==> src/design/mant_pkg.sv <==
// ----------------------------------------------------------------------------
// mant_pkg
// Shared types, codes and defaults for the MIDI active note tracker.
// ----------------------------------------------------------------------------
package mant_pkg;

  // Default sizes of the tracker
  localparam int NUM_SOURCES_DEF  = 3;
  localparam int NUM_CHANNELS_DEF = 16;
  localparam int NUM_NOTES_DEF    = 128;
  localparam int MAX_LIST_DEF     = 64;

  // Bitmap rows: two 64-bit rows per source and channel
  localparam int ROW_BITS      = 64;
  localparam int ROWS_PER_SLOT = 2;

  // Function codes
  localparam logic [1:0] FUNC_EVENT   = 2'd0;
  localparam logic [1:0] FUNC_QUERY   = 2'd1;
  localparam logic [1:0] FUNC_COLLECT = 2'd2;
  localparam logic [1:0] FUNC_CLEAR   = 2'd3;

  // Event kinds
  localparam logic [1:0] KIND_NOTE_ON  = 2'd0;
  localparam logic [1:0] KIND_NOTE_OFF = 2'd1;
  localparam logic [1:0] KIND_CC       = 2'd2;
  localparam logic [1:0] KIND_OTHER    = 2'd3;

  // Channel mode controllers that drop every note of a channel
  localparam logic [7:0] CC_SOUND_OFF = 8'd120;
  localparam logic [7:0] CC_NOTES_OFF = 8'd123;

  // Saturation point of the active count
  localparam logic [6:0] COUNT_MAX = 7'd127;

  // Controller states
  typedef enum logic [2:0] {
    ST_IDLE,
    ST_EXEC,
    ST_SCAN,
    ST_LOAD1,
    ST_FLUSH
  } state_t;

  // One input word
  typedef struct packed {
    logic [1:0] func;
    logic [1:0] source;
    logic [3:0] channel;
    logic [1:0] event_kind;
    logic [7:0] note_or_controller;
    logic [6:0] velocity;
    logic [6:0] list_cap;
  } item_t;

  // One result word
  typedef struct packed {
    logic [6:0] active_count;
    logic       note_active;
    logic [6:0] listed_note;
    logic       listed_valid;
    logic [6:0] listed_total;
    logic       ignored;
    logic       last;
  } result_t;

  // Commands from controller to datapath
  typedef struct packed {
    logic capture;      // latch the word, read row and count
    logic fire_single;  // commit a single-result item and load its result
    logic scan_load0;   // load the low row into the scanner, read the high row
    logic scan_load1;   // load the high row into the scanner
    logic scan_step;    // advance the scanner by one note
    logic take_note;    // hold the current note as pending
    logic push_pend;    // send the pending note
    logic push_last;    // mark the sent pending note as final
  } cmd_t;

  // Status from datapath to controller
  typedef struct packed {
    logic [1:0] func;
    logic       addr_ok;
    logic       cap_zero;
    logic       cur_bit;
    logic       pend_valid;
    logic       cap_hit;
    logic       scan_end;
    logic       row_end;
    logic       out_free;
  } sts_t;

endpackage

==> src/design/mant_ctrl.sv <==
// ----------------------------------------------------------------------------
// mant_ctrl
// Controller: sequences capture, update, note scan and result hand-off.
// ----------------------------------------------------------------------------
module mant_ctrl
  import mant_pkg::*;
(
  input  logic clk,
  input  logic rst,
  input  logic in_valid,
  output logic in_ready,
  input  sts_t sts,
  output cmd_t cmd
);

  state_t state;
  state_t state_next;

  // State register
  always_ff @(posedge clk) begin
    if (rst) begin
      state <= ST_IDLE;
    end else begin
      state <= state_next;
    end
  end

  // Next state and commands
  always_comb begin
    state_next = state;
    cmd        = '0;
    in_ready   = 1'b0;
    case (state)
      ST_IDLE: begin
        in_ready = 1'b1;
        if (in_valid) begin
          cmd.capture = 1'b1;
          state_next  = ST_EXEC;
        end
      end
      ST_EXEC: begin
        if ((sts.func == FUNC_COLLECT) && sts.addr_ok && !sts.cap_zero) begin
          cmd.scan_load0 = 1'b1;
          state_next     = ST_SCAN;
        end else if (sts.out_free) begin
          cmd.fire_single = 1'b1;
          state_next      = ST_IDLE;
        end
      end
      ST_SCAN: begin
        // Stall when a found note must push the pending one and the output is full
        if (!(sts.cur_bit && sts.pend_valid && !sts.out_free)) begin
          if (sts.cur_bit) begin
            cmd.take_note = 1'b1;
            cmd.push_pend = sts.pend_valid;
          end
          if (sts.cur_bit && sts.cap_hit) begin
            state_next = ST_FLUSH;
          end else begin
            cmd.scan_step = 1'b1;
            if (sts.scan_end) begin
              state_next = ST_FLUSH;
            end else if (sts.row_end) begin
              state_next = ST_LOAD1;
            end
          end
        end
      end
      ST_LOAD1: begin
        cmd.scan_load1 = 1'b1;
        state_next     = ST_SCAN;
      end
      ST_FLUSH: begin
        if (sts.out_free) begin
          if (sts.pend_valid) begin
            cmd.push_pend = 1'b1;
            cmd.push_last = 1'b1;
          end else begin
            cmd.fire_single = 1'b1;
          end
          state_next = ST_IDLE;
        end
      end
      default: state_next = ST_IDLE;
    endcase
  end

endmodule
==> config.mk <==
export PLATFORM = sky130hd
export DESIGN_NAME = mant_ctrl
export DESIGN_NICKNAME = d
export VERILOG_FILES = /design/src/design/mant_pkg.sv /design/src/design/mant_ctrl.sv
export SDC_FILE = /design/constraint.sdc
export NUM_CORES = 1
export LEC_CHECK = 0
export BUFFER_PORTS_ARGS = -buffer_cell sky130_fd_sc_hd__buf_2
export CAP_MARGIN = 25
export CORE_AREA = 2 2 39 41
export CTS_BUF_LIST = sky130_fd_sc_hd__clkbuf_8
export DETAILED_ROUTE_END_ITERATION = 8
export DIE_AREA = 0 0 41 43
export GPL_TIMING_DRIVEN = 0
export SETUP_SLACK_MARGIN = 0.5
export SYNTH_ARGS = -nofsm -noshare
export SYNTH_HDL_FRONTEND = slang
export SYNTH_SLANG_ARGS = --single-unit
==> constraint.sdc <==
create_clock -name clk -period 1.2 [get_ports clk]
set_input_delay 0 -clock clk [delete_from_list [all_inputs] [get_ports clk]]
set_output_delay 0 -clock clk [all_outputs]
set_load 0.01 [all_outputs]
==> impl_metrics.env, run 1 <==
export IMPL_clk_path_buf_depth=2
export IMPL_postSynthCellCount=39
export IMPL_reg2reg_to="state[0]"
export IMPL_place_area_um2=485
export IMPL_crit_family="simple AND/OR/NAND/NOR gates"
export IMPL_rsz0062_at_grt="yes"
export IMPL_synth_top_cell_area_share=0.190
export IMPL_cellLeakagePower_nw=0.313
export IMPL_die_height_um=43
export IMPL_final_util=0.492
export IMPL_max_flop_register="state"
export IMPL_maxCapViolations=0
export IMPL_final_nets=87
export IMPL_start_util=0.229
export IMPL_outcome="finished, violations left"
export IMPL_finalHoldViolations=1
export IMPL_flow_area_growth_from_synthesis_pct=115
export IMPL_setup_viol=6
export IMPL_gr_total_overflow=0
export IMPL_use_met3=0.0314
export IMPL_syn_nets=52
export IMPL_clock_latency_ns=0.21
export IMPL_arrival_ns=1.38
export IMPL_grt_pass1_wl_um=1660
export IMPL_use_met1=0.188
export IMPL_drv_slew=0
export IMPL_critical_path_class="reg2out"
export IMPL_fmax_mhz=726
export IMPL_yosys_top_cells_count="3 x a21oi_1, 3 x dfxtp_1, 3 x nand2b_1"
export IMPL_ios=22
export IMPL_drc=0
export IMPL_cts_root_buf="clkbuf_8"
export IMPL_max_slew_margin=0.622
export IMPL_peakVddDrop_mv=0.435
export IMPL_cp_cell_sequence="buf_6 -> or3b_1 -> o31a_1 -> nor3b_2 -> buf_2"
export IMPL_vias_per_cell=4.91
export IMPL_fin_ws_ns=-0.178
export IMPL_dp_cells=76
export IMPL_synth_seq_cells=3
export IMPL_grt_busiest_layer="met2"
export IMPL_synth_edf_count=0
export IMPL_yosysUniqueCellTypes=28
export IMPL_tightest_slew_ns=0.559
export IMPL_detailed_place_hpwl_um=680
export IMPL_use_met2=0.203
export IMPL_ys_seq_area_frac=0.190
export IMPL_r2r_slack_ns=-0.15
export IMPL_setup_tns_ns=-0.543
export IMPL_cts_tree="yes"
export IMPL_n_antenna_cell=0
export IMPL_numPortBuffers=21
export IMPL_cp_startpoint="state[0]"
export IMPL_final_setup_skew_ns=0.00294
export IMPL_powerDensity_mw_per_mm2=742
export IMPL_cp_num_buf_inv=2
export IMPL_whs_ns=-0.0148
export IMPL_fp_dieW_um=41
export IMPL_critPathMaxFanout=3
export IMPL_period_needed_ns=1.38
export IMPL_clock_sinks=3
export IMPL_rows=14
export IMPL_first_pass_iters=4
export IMPL_antenna_found_initial=0
export IMPL_cts_buffers=3
export IMPL_hp_class="in2reg"
export IMPL_synth_avg_cell_area_um2=8.12
export IMPL_drt_wl_total_um=1160
export IMPL_vias=437
export IMPL_grt_max_degree=11
export IMPL_core_area_mm2=0.00138
export IMPL_drive_gt1_frac=0.726
export IMPL_critPathLaunchType="register"
export IMPL_cp_end_kind="primary output"
export IMPL_critPathSlowestCell="or3b_1"
export IMPL_routedWlPerCell_um=13.0
export IMPL_worstReg2RegStart="state[0]"
export IMPL_cp_required_ns=1.20
export IMPL_htreeDepth=1
export IMPL_grt_pass1_vias=397
export IMPL_fin_cells=89
export IMPL_synthArstFlopShare=0
export IMPL_timing_final_crit_share=1.15
export IMPL_syn_area_um2=317
export IMPL_path_clk_slew_ns=0.03
export IMPL_whs_endpoint="state[1]"
export IMPL_ant_nets=0
export IMPL_finalInstanceArea_um2=681
export IMPL_dp_slack_ns=-0.00834
export IMPL_holdPathStages=2
export IMPL_drt_iter0_markers=5
export IMPL_grt_usage=0.139
export IMPL_synth_area_leaders="dfxtp_1 19%, buf_6 7.1%, nand2b_1 5.9%, a21oi_1 4.7%, a211oi_1 4.7%"
export IMPL_synth_main_ff_cell="dfxtp_1"
export IMPL_failed_checks="hold timing, setup timing"
export IMPL_hp_start="rst"
export IMPL_cpPeakStageDelay_ns=0.36
export IMPL_place_congestion=0.736
export IMPL_largest_reg_flops=3
export IMPL_ff2ff_path_depth=5
export IMPL_yosys_warnings=0
export IMPL_yosys_area_top_type="dfxtp_1"
export IMPL_reg_top3="state x3"
export IMPL_die_area_mm2=0.00176
## power by group
| part | internal [mW] | leakage, nW | switching [mW] | total, mW |
|---|---|---|---|---|
| Sequential | 0.102 | 0.0258 | 0.00183 | 0.104 |
| Combinational | 0.0608 | 0.260 | 0.0599 | 0.121 |
| Clock | 0.217 | 0.0269 | 0.0630 | 0.280 |
## worst register-to-register path: stages, from the launching register on
cell,delay [ns]
dfxtp_1,0.31
buf_6,0.10
buf_4,0.18
o21bai_1,0.10
or4_4,0.41
a211oi_2,0.18
## metal layers
| metal | routed length [µm] | vias up |
|---|---|---|
| met1 | 506 | 208 |
| met2 | 608 | 12 |
| met3 | 44 | 0 |
| met4 | 0 | 0 |
| met5 | 0 | - |
| li1 | - | 217 |
## kinds of logic after synthesis
family	count (synthesis)	synth area share
simple gates	20	0.427
compound gates	12	0.285
buf+inv	4	0.0988
flops	3	0.190
## worst max path at each step
stage	endpoint	slack, ns	cells after the start
2_1_floorplan	state[0]	0.03	3
3_3_place_gp	state[0]	-0.009	3
3_5_place_dp	state[0]	-0.008	3
4_1_cts	cmd[6]	-0.18	5
5_1_grt	cmd[6]	-0.25	5
6_report	cmd[6]	-0.18	5
## metrics by stage
step | power, mW | hold slack [ns]
floorplan | 0.167 | 0.0460
global placement | 0.208 | 0.212
detailed placement | 0.209 | 0.210
CTS | 0.505 | -0.0184
global route | 0.540 | -0.0189
finish | 0.505 | -0.0148
## final cells by class
type	count	area, µm²
fillers	137	703
multi-input cells	32	310
repair buffers	30	199
flip-flops and latches	3	65.1
clock buffers	3	41.3
plain buffers	3	37.5
well taps	16	20.0
clock inverters	1	3.75
inverters	1	3.75
## what timing repair did
item | 4_1_cts | 5_1_grt
setup endpoints to repair | 12 | 12
cloned | 1 | 1
buffers inserted | 5 | 2
endpoints found under the hold margin | 3 | 1
gates resized for setup | 8 | 7
pin swaps | 4 | 5
## layout by cell type, fill, tap and decap left out, drive strengths merged, types with 2 or more instances in the layout
cell / n
nand2b: 3
nor2: 2
inv: 2
nor3b: 2
buf: 32
dfxtp: 3
clkbuf: 4
nor3: 2
a21oi: 3
a211oi: 3
Note: power is estimated with default switching activity, not from simulation.
==> run 2: changes to the inputs <==
--- a/config.mk
+++ b/config.mk
@@ -7,10 +7,10 @@
 export LEC_CHECK = 0
 export BUFFER_PORTS_ARGS = -buffer_cell sky130_fd_sc_hd__buf_2
 export CAP_MARGIN = 25
-export CORE_AREA = 2 2 39 41
+export CORE_AREA = 5 5 42 44
 export CTS_BUF_LIST = sky130_fd_sc_hd__clkbuf_8
 export DETAILED_ROUTE_END_ITERATION = 8
-export DIE_AREA = 0 0 41 43
+export DIE_AREA = 0 0 47 49
 export GPL_TIMING_DRIVEN = 0
 export SETUP_SLACK_MARGIN = 0.5
 export SYNTH_ARGS = -nofsm -noshare
==> constraint.sdc (replaced) <==
create_clock -name clk -period 1.8 [get_ports clk]
set_input_delay 0 -clock clk [delete_from_list [all_inputs] [get_ports clk]]
set_output_delay 0 -clock clk [all_outputs]
set_load 0.01 [all_outputs]
==> impl_metrics.env, run 2 (synthesis gave the netlist of run 1 again) <==
export IMPL_outcome="finished clean"
export IMPL_antenna_found_initial=0
export IMPL_ios=22
export IMPL_fin_cells=83
export IMPL_cp_required_ns=1.80
export IMPL_setup_tns_ns=0
export IMPL_clock_power_share=0.576
export IMPL_cts_buffers=3
export IMPL_cpPeakStageDelay_ns=0.34
export IMPL_clk_path_buf_depth=2
export IMPL_rows=14
export IMPL_place_area_um2=448
export IMPL_critPathMaxFanout=5
export IMPL_first_pass_iters=4
export IMPL_peakVddDrop_mv=0.202
export IMPL_n_antenna_cell=0
export IMPL_seq_power_share=0.211
export IMPL_switching_share=0.240
export IMPL_drive_gt1_frac=0.507
export IMPL_final_setup_skew_ns=0.00158
export IMPL_htreeDepth=1
export IMPL_regArea_um2=60.1
export IMPL_largest_reg_flops=3
export IMPL_grt_pass1_vias=368
export IMPL_cts_root_buf="clkbuf_8"
export IMPL_final_nets=81
export IMPL_fillers=161
export IMPL_die_height_um=49
export IMPL_period_needed_ns=1.39
export IMPL_finalHoldViolations=0
export IMPL_p_switching_mw=0.0801
export IMPL_drt_wl_total_um=969
export IMPL_tightest_slew_ns=0.465
export IMPL_routedWlPerCell_um=11.7
export IMPL_clock_latency_ns=0.22
export IMPL_combPwrFrac=0.213
export IMPL_numPortBuffers=21
export IMPL_powerDensity_mw_per_mm2=624
export IMPL_multi_input_area_um2=241
export IMPL_critPathSlowestCell="or3b_1"
export IMPL_layout_commonest_cell="buf_2"
export IMPL_maxCapViolations=0
export IMPL_detailed_place_hpwl_um=730
export IMPL_whs_ns=0.126
export IMPL_grt_max_degree=11
export IMPL_critical_path_class="reg2out"
export IMPL_max_flop_register="state"
export IMPL_cp_end_kind="primary output"
export IMPL_reg_top3="state x3"
export IMPL_dp_cells=76
export IMPL_power_internal_mw=0.253
export IMPL_hp_class="in2reg"
export IMPL_place_congestion=0.768
export IMPL_fp_dieW_um=47
export IMPL_start_util=0.226
export IMPL_drc=0
export IMPL_core_area_mm2=0.00140
export IMPL_cp_cell_sequence="buf_6 -> or3b_1 -> o31a_1 -> nor3b_2 -> buf_2"
export IMPL_arrival_ns=1.39
export IMPL_vias=406
export IMPL_max_slew_margin=0.686
export IMPL_crit_family="simple AND/OR/NAND/NOR gates"
export IMPL_timing_final_crit_share=0.771
export IMPL_critPathLaunchType="register"
export IMPL_cp_num_buf_inv=2
export IMPL_rsz0062_at_grt="yes"
export IMPL_flow_area_growth_from_synthesis_pct=68.8
export IMPL_ant_nets=0
export IMPL_drt_iter0_markers=13
export IMPL_grt_usage=0.0949
export IMPL_cellLeakagePower_nw=0.255
export IMPL_grt_pass1_wl_um=1560
export IMPL_vias_per_cell=4.89
export IMPL_setup_viol=0
export IMPL_gr_total_overflow=0
export IMPL_fmax_mhz=721
export IMPL_drv_slew=0
export IMPL_die_area_mm2=0.00230
export IMPL_clock_sinks=3
export IMPL_path_clk_slew_ns=0.03
export IMPL_cts_tree="yes"
export IMPL_finalInstanceArea_um2=534
-- run 2: path summary, 6_finish.rpt --
path / start / end / slack [ns] / cells past startpoint
setup / recovery: state[0] / cmd[6] / 0.41 / 5
hold / removal: sts[8] / state[1] / 0.13 / 4
setup reg to reg: state[0] / state[0] / 0.51 / 5
hold reg to reg: state[2] / state[1] / 0.58 / 2
-- run 2: repair_timing --
| item | in CTS | in global routing |
|---|---|---|
| hold endpoints to repair | 3 | 0 |
| resized for setup | 4 | 0 |
| setup endpoints to repair | 3 | 4 |
| pin swaps | 2 | 2 |
| hold buffers | 1 | 0 |
| setup buffers | 1 | 1 |
-- run 2: area by class of cell --
class                           instances  share of cell area
Buffer                                  3              0.0632
Clock buffer                            3              0.0773
Multi-Input combinational cell         32               0.452
Sequential cell                         3               0.112
Tap cell                               16              0.0375
Inverter                                1             0.00703
Timing Repair Buffer                   24               0.244
Clock inverter                          1             0.00703
-- run 2: per-layer routing --
layer / up-vias / GRT usage / part of all wire
li1: 210 / - / -
met1: 166 / 0.116 / 0.44
met2: 25 / 0.124 / 0.38
met3: 5 / 0.0332 / 0.14
met4: 0 / 0.0829 / 0.039
met5: - / 0 / 0
-- run 2: worst reg2reg max path: cells and delay by family, from the launching register on --
| family | cells | cell delay (ns) |
|---|---|---|
| compound gates | 2 | 0.25 |
| buf+inv | 2 | 0.23 |
| flops | 1 | 0.32 |
| simple gates | 1 | 0.42 |
-- run 2: power groups by stage --
| stage | Clock (mW) | Combinational [mW] | Sequential [mW] |
|---|---|---|---|
| floorplan | 0 | 0.0331 | 0.0706 |
| global placement | 0 | 0.0599 | 0.0707 |
| detailed placement | 0 | 0.0599 | 0.0707 |
| CTS | 0.196 | 0.0686 | 0.0703 |
| global route | 0.204 | 0.0779 | 0.0706 |
| finish | 0.192 | 0.0710 | 0.0704 |
-- run 2: stage by stage --
stage / total power, mW / worst slack, ns / utilization
after floorplan: 0.104 / 0.592 / -
after global placement: 0.131 / 0.520 / 0.320
after detailed placement: 0.131 / 0.521 / 0.320
after CTS: 0.335 / 0.395 / 0.376
after global routing: 0.353 / 0.346 / 0.381
final: 0.333 / 0.413 / 0.381
==> run 3: changes to the inputs <==
--- a/config.mk
+++ b/config.mk
@@ -5,6 +5,7 @@
 export SDC_FILE = /design/constraint.sdc
 export NUM_CORES = 1
 export LEC_CHECK = 0
+export ABC_AREA = 1
 export BUFFER_PORTS_ARGS = -buffer_cell sky130_fd_sc_hd__buf_2
 export CAP_MARGIN = 25
 export CORE_AREA = 5 5 42 44
==> constraint.sdc (replaced) <==
create_clock -name clk -period 1.37 [get_ports clk]
set_input_delay 0 -clock clk [delete_from_list [all_inputs] [get_ports clk]]
set_output_delay 0 -clock clk [all_outputs]
set_load 0.01 [all_outputs]
==> impl_metrics.env, run 3 <==
export IMPL_routedWlPerCell_um=10.6
export IMPL_cts_tree="yes"
export IMPL_drt_iter0_markers=9
export IMPL_synth_seq_cells=3
export IMPL_yosysMostFrequentCell="nand2_1"
export IMPL_timing_final_crit_share=0.850
export IMPL_largest_reg_flops=3
export IMPL_critPathMaxFanout=4
export IMPL_crit_family="flip-flops"
export IMPL_cpMostUsedCell="inv_2"
export IMPL_drv_slew=0
export IMPL_grt_pass1_wl_um=1780
export IMPL_fmax_mhz=858
export IMPL_critPathSlowestCell="dfxtp_2"
export IMPL_tightest_slew_ns=0.367
export IMPL_grt_max_degree=6
export IMPL_path_clk_slew_ns=0.03
export IMPL_vias_per_cell=4.25
export IMPL_synth_edf_count=0
export IMPL_drt_wl_total_um=1100
export IMPL_fin_cells=104
export IMPL_hp_class="in2reg"
export IMPL_ant_nets=0
export IMPL_cellLeakagePower_nw=0.345
export IMPL_syn_area_um2=304
export IMPL_period_needed_ns=1.17
export IMPL_cp_cell_sequence="inv_2 -> nand2_2 -> nor2_4 -> inv_2 -> o32ai_2 -> buf_2"
export IMPL_core_area_mm2=0.00140
export IMPL_setup_viol=0
export IMPL_die_area_mm2=0.00230
export IMPL_muxShareOfSynthArea=0
export IMPL_detailed_place_hpwl_um=743
export IMPL_cts_root_buf="clkbuf_8"
export IMPL_vias=442
export IMPL_whs_ns=0.134
export IMPL_max_flop_register="state"
export IMPL_die_height_um=49
export IMPL_reg_top3="state x3"
export IMPL_clk_path_buf_depth=2
export IMPL_ys_seq_area_frac=0.198
export IMPL_start_util=0.217
export IMPL_finalHoldViolations=0
export IMPL_drive_gt1_frac=0.636
export IMPL_maxCapViolations=0
export IMPL_synth_avg_cell_area_um2=5.43
export IMPL_yosys_warnings=0
export IMPL_yosys_area_top_type="dfxtp_1"
export IMPL_synthArstFlopShare=0
export IMPL_htreeDepth=1
export IMPL_n_antenna_cell=0
export IMPL_synth_top_cell_area_share=0.198
export IMPL_rsz0062_at_grt="yes"
export IMPL_synth_main_ff_cell="dfxtp_1"
export IMPL_setup_tns_ns=0
export IMPL_cts_buffers=3
export IMPL_final_nets=102
export IMPL_flow_area_growth_from_synthesis_pct=114
export IMPL_cp_required_ns=1.37
export IMPL_critical_path_class="reg2out"
export IMPL_synthSimpleGateAreaFrac=0.523
export IMPL_place_congestion=0.726
export IMPL_layout_commonest_cell="buf_2"
export IMPL_fin_ws_ns=0.205
export IMPL_drc=0
export IMPL_synth_xor_area_share=0
export IMPL_grt_usage=0.104
export IMPL_yosys_top_cells_count="13 x nand2_1, 11 x inv_1, 9 x nor2_1"
export IMPL_cp_num_buf_inv=3
export IMPL_final_setup_skew_ns=0.000652
export IMPL_grt_pass1_vias=466
export IMPL_cp_end_kind="primary output"
export IMPL_powerDensity_mw_per_mm2=719
export IMPL_outcome="finished clean"
export IMPL_final_cell_mix="19 x buf_2, 10 x nand2_1, 9 x inv_1"
export IMPL_dp_cells=93
export IMPL_synth_top_family_by_area="simple AND/OR/NAND/NOR gates"
export IMPL_peakVddDrop_mv=0.333
export IMPL_critPathLaunchType="register"
export IMPL_arrival_ns=1.17
export IMPL_numPortBuffers=21
export IMPL_gr_total_overflow=0
export IMPL_yosysUniqueCellTypes=15
export IMPL_fp_dieW_um=47
export IMPL_dp_slack_ns=0.231
export IMPL_synth_compound_area_frac=0.132
export IMPL_postSynthCellCount=56
export IMPL_first_pass_iters=4
export IMPL_rows=14
export IMPL_ios=22
export IMPL_antenna_found_initial=0
export IMPL_syn_nets=69
export IMPL_clock_latency_ns=0.22
export IMPL_fillers=147
export IMPL_cpPeakStageDelay_ns=0.32
export IMPL_clock_sinks=3
export IMPL_total_power_mw=0.468
export IMPL_synth_area_leaders="dfxtp_1 20%, nand2_1 16%, inv_1 14%, nor2_1 11%, nand3_1 9.9%"
export IMPL_max_slew_margin=0.756
export IMPL_synthAdderAreaFrac=0
[run 3: cell count changes in the layout (fill, tap and decap cells not counted), moves of 3 or more]
cell	change
nor2_1	+5
buf_4	+3
nand2b_1	-3
nand2_1	+9
nand2_2	+3
inv_1	+7
inv_2	+3
dfxtp_1	-3
nor2_4	+4
[run 3: cell families after synthesis]
group / Yosys count
AOI/OAI and AO/OA: 6
buffers and inverters: 12
DFF: 3
and+or+nand+nor: 35
[run 3: cell type report]
type | count | area, µm² | share of cell area
sequential | 3 | 68.8 | 0.106
inverter | 12 | 47.5 | 0.0731
multi-input combinational | 41 | 293 | 0.450
tap | 16 | 20.0 | 0.0308
timing repair buffer | 28 | 176 | 0.271
clock buffer | 3 | 41.3 | 0.0635
clock inverter | 1 | 3.75 | 0.00577
[run 3: final timing paths]
check	start	end	slack, ns	depth (start not counted)
worst max-delay path	state[2]	cmd[1]	0.20	6
worst min-delay path	in_valid	state[1]	0.13	5
worst max register to register	state[2]	state[0]	0.25	9
worst min register to register	state[1]	state[2]	0.69	5
[run 3: power by group]
part | total (mW) | internal, mW | switching [mW]
sequential | 0.0968 | 0.0897 | 0.00714
clock | 0.256 | 0.191 | 0.0649
combinational | 0.115 | 0.0520 | 0.0625
[run 3: per-stage QoR]
| stage | instance area [µm²] | util |
|---|---|---|
| floorplan | 334 | - |
| global placement | 459 | 0.328 |
| detailed placement | 459 | 0.328 |
| CTS | 592 | 0.422 |
| global route | 651 | 0.464 |
| finish | 651 | 0.464 |
[run 3: metal layers]
metal,part of all wire,wire [µm],up-vias,GRT usage
met3,0.067,74,0,0.0185
met2,0.58,642,12,0.204
met4,0,0,0,0.0553
met5,0,0,-,0
li1,-,-,239,-
met1,0.35,382,191,0.0899
[run 3: what timing repair did]
action / in CTS / in global routing
setup buffers: 5 / 1
resized for setup: 13 / 12
endpoints found under the setup margin: 12 / 12
endpoints found under the hold margin: 3 / 0
pin swaps: 6 / 8
hold buffers: 1 / 0
[run 3: worst reg2reg max path: stages (launching register included)]
cell and delay [ns]:
dfxtp_2 0.32, inv_2 0.07, nand2_2 0.06, nor2_4 0.09, buf_4 0.13, nand3b_1 0.09
nand2_2 0.10, nor2_2 0.04, nand2_1 0.07, nor2_1 0.04
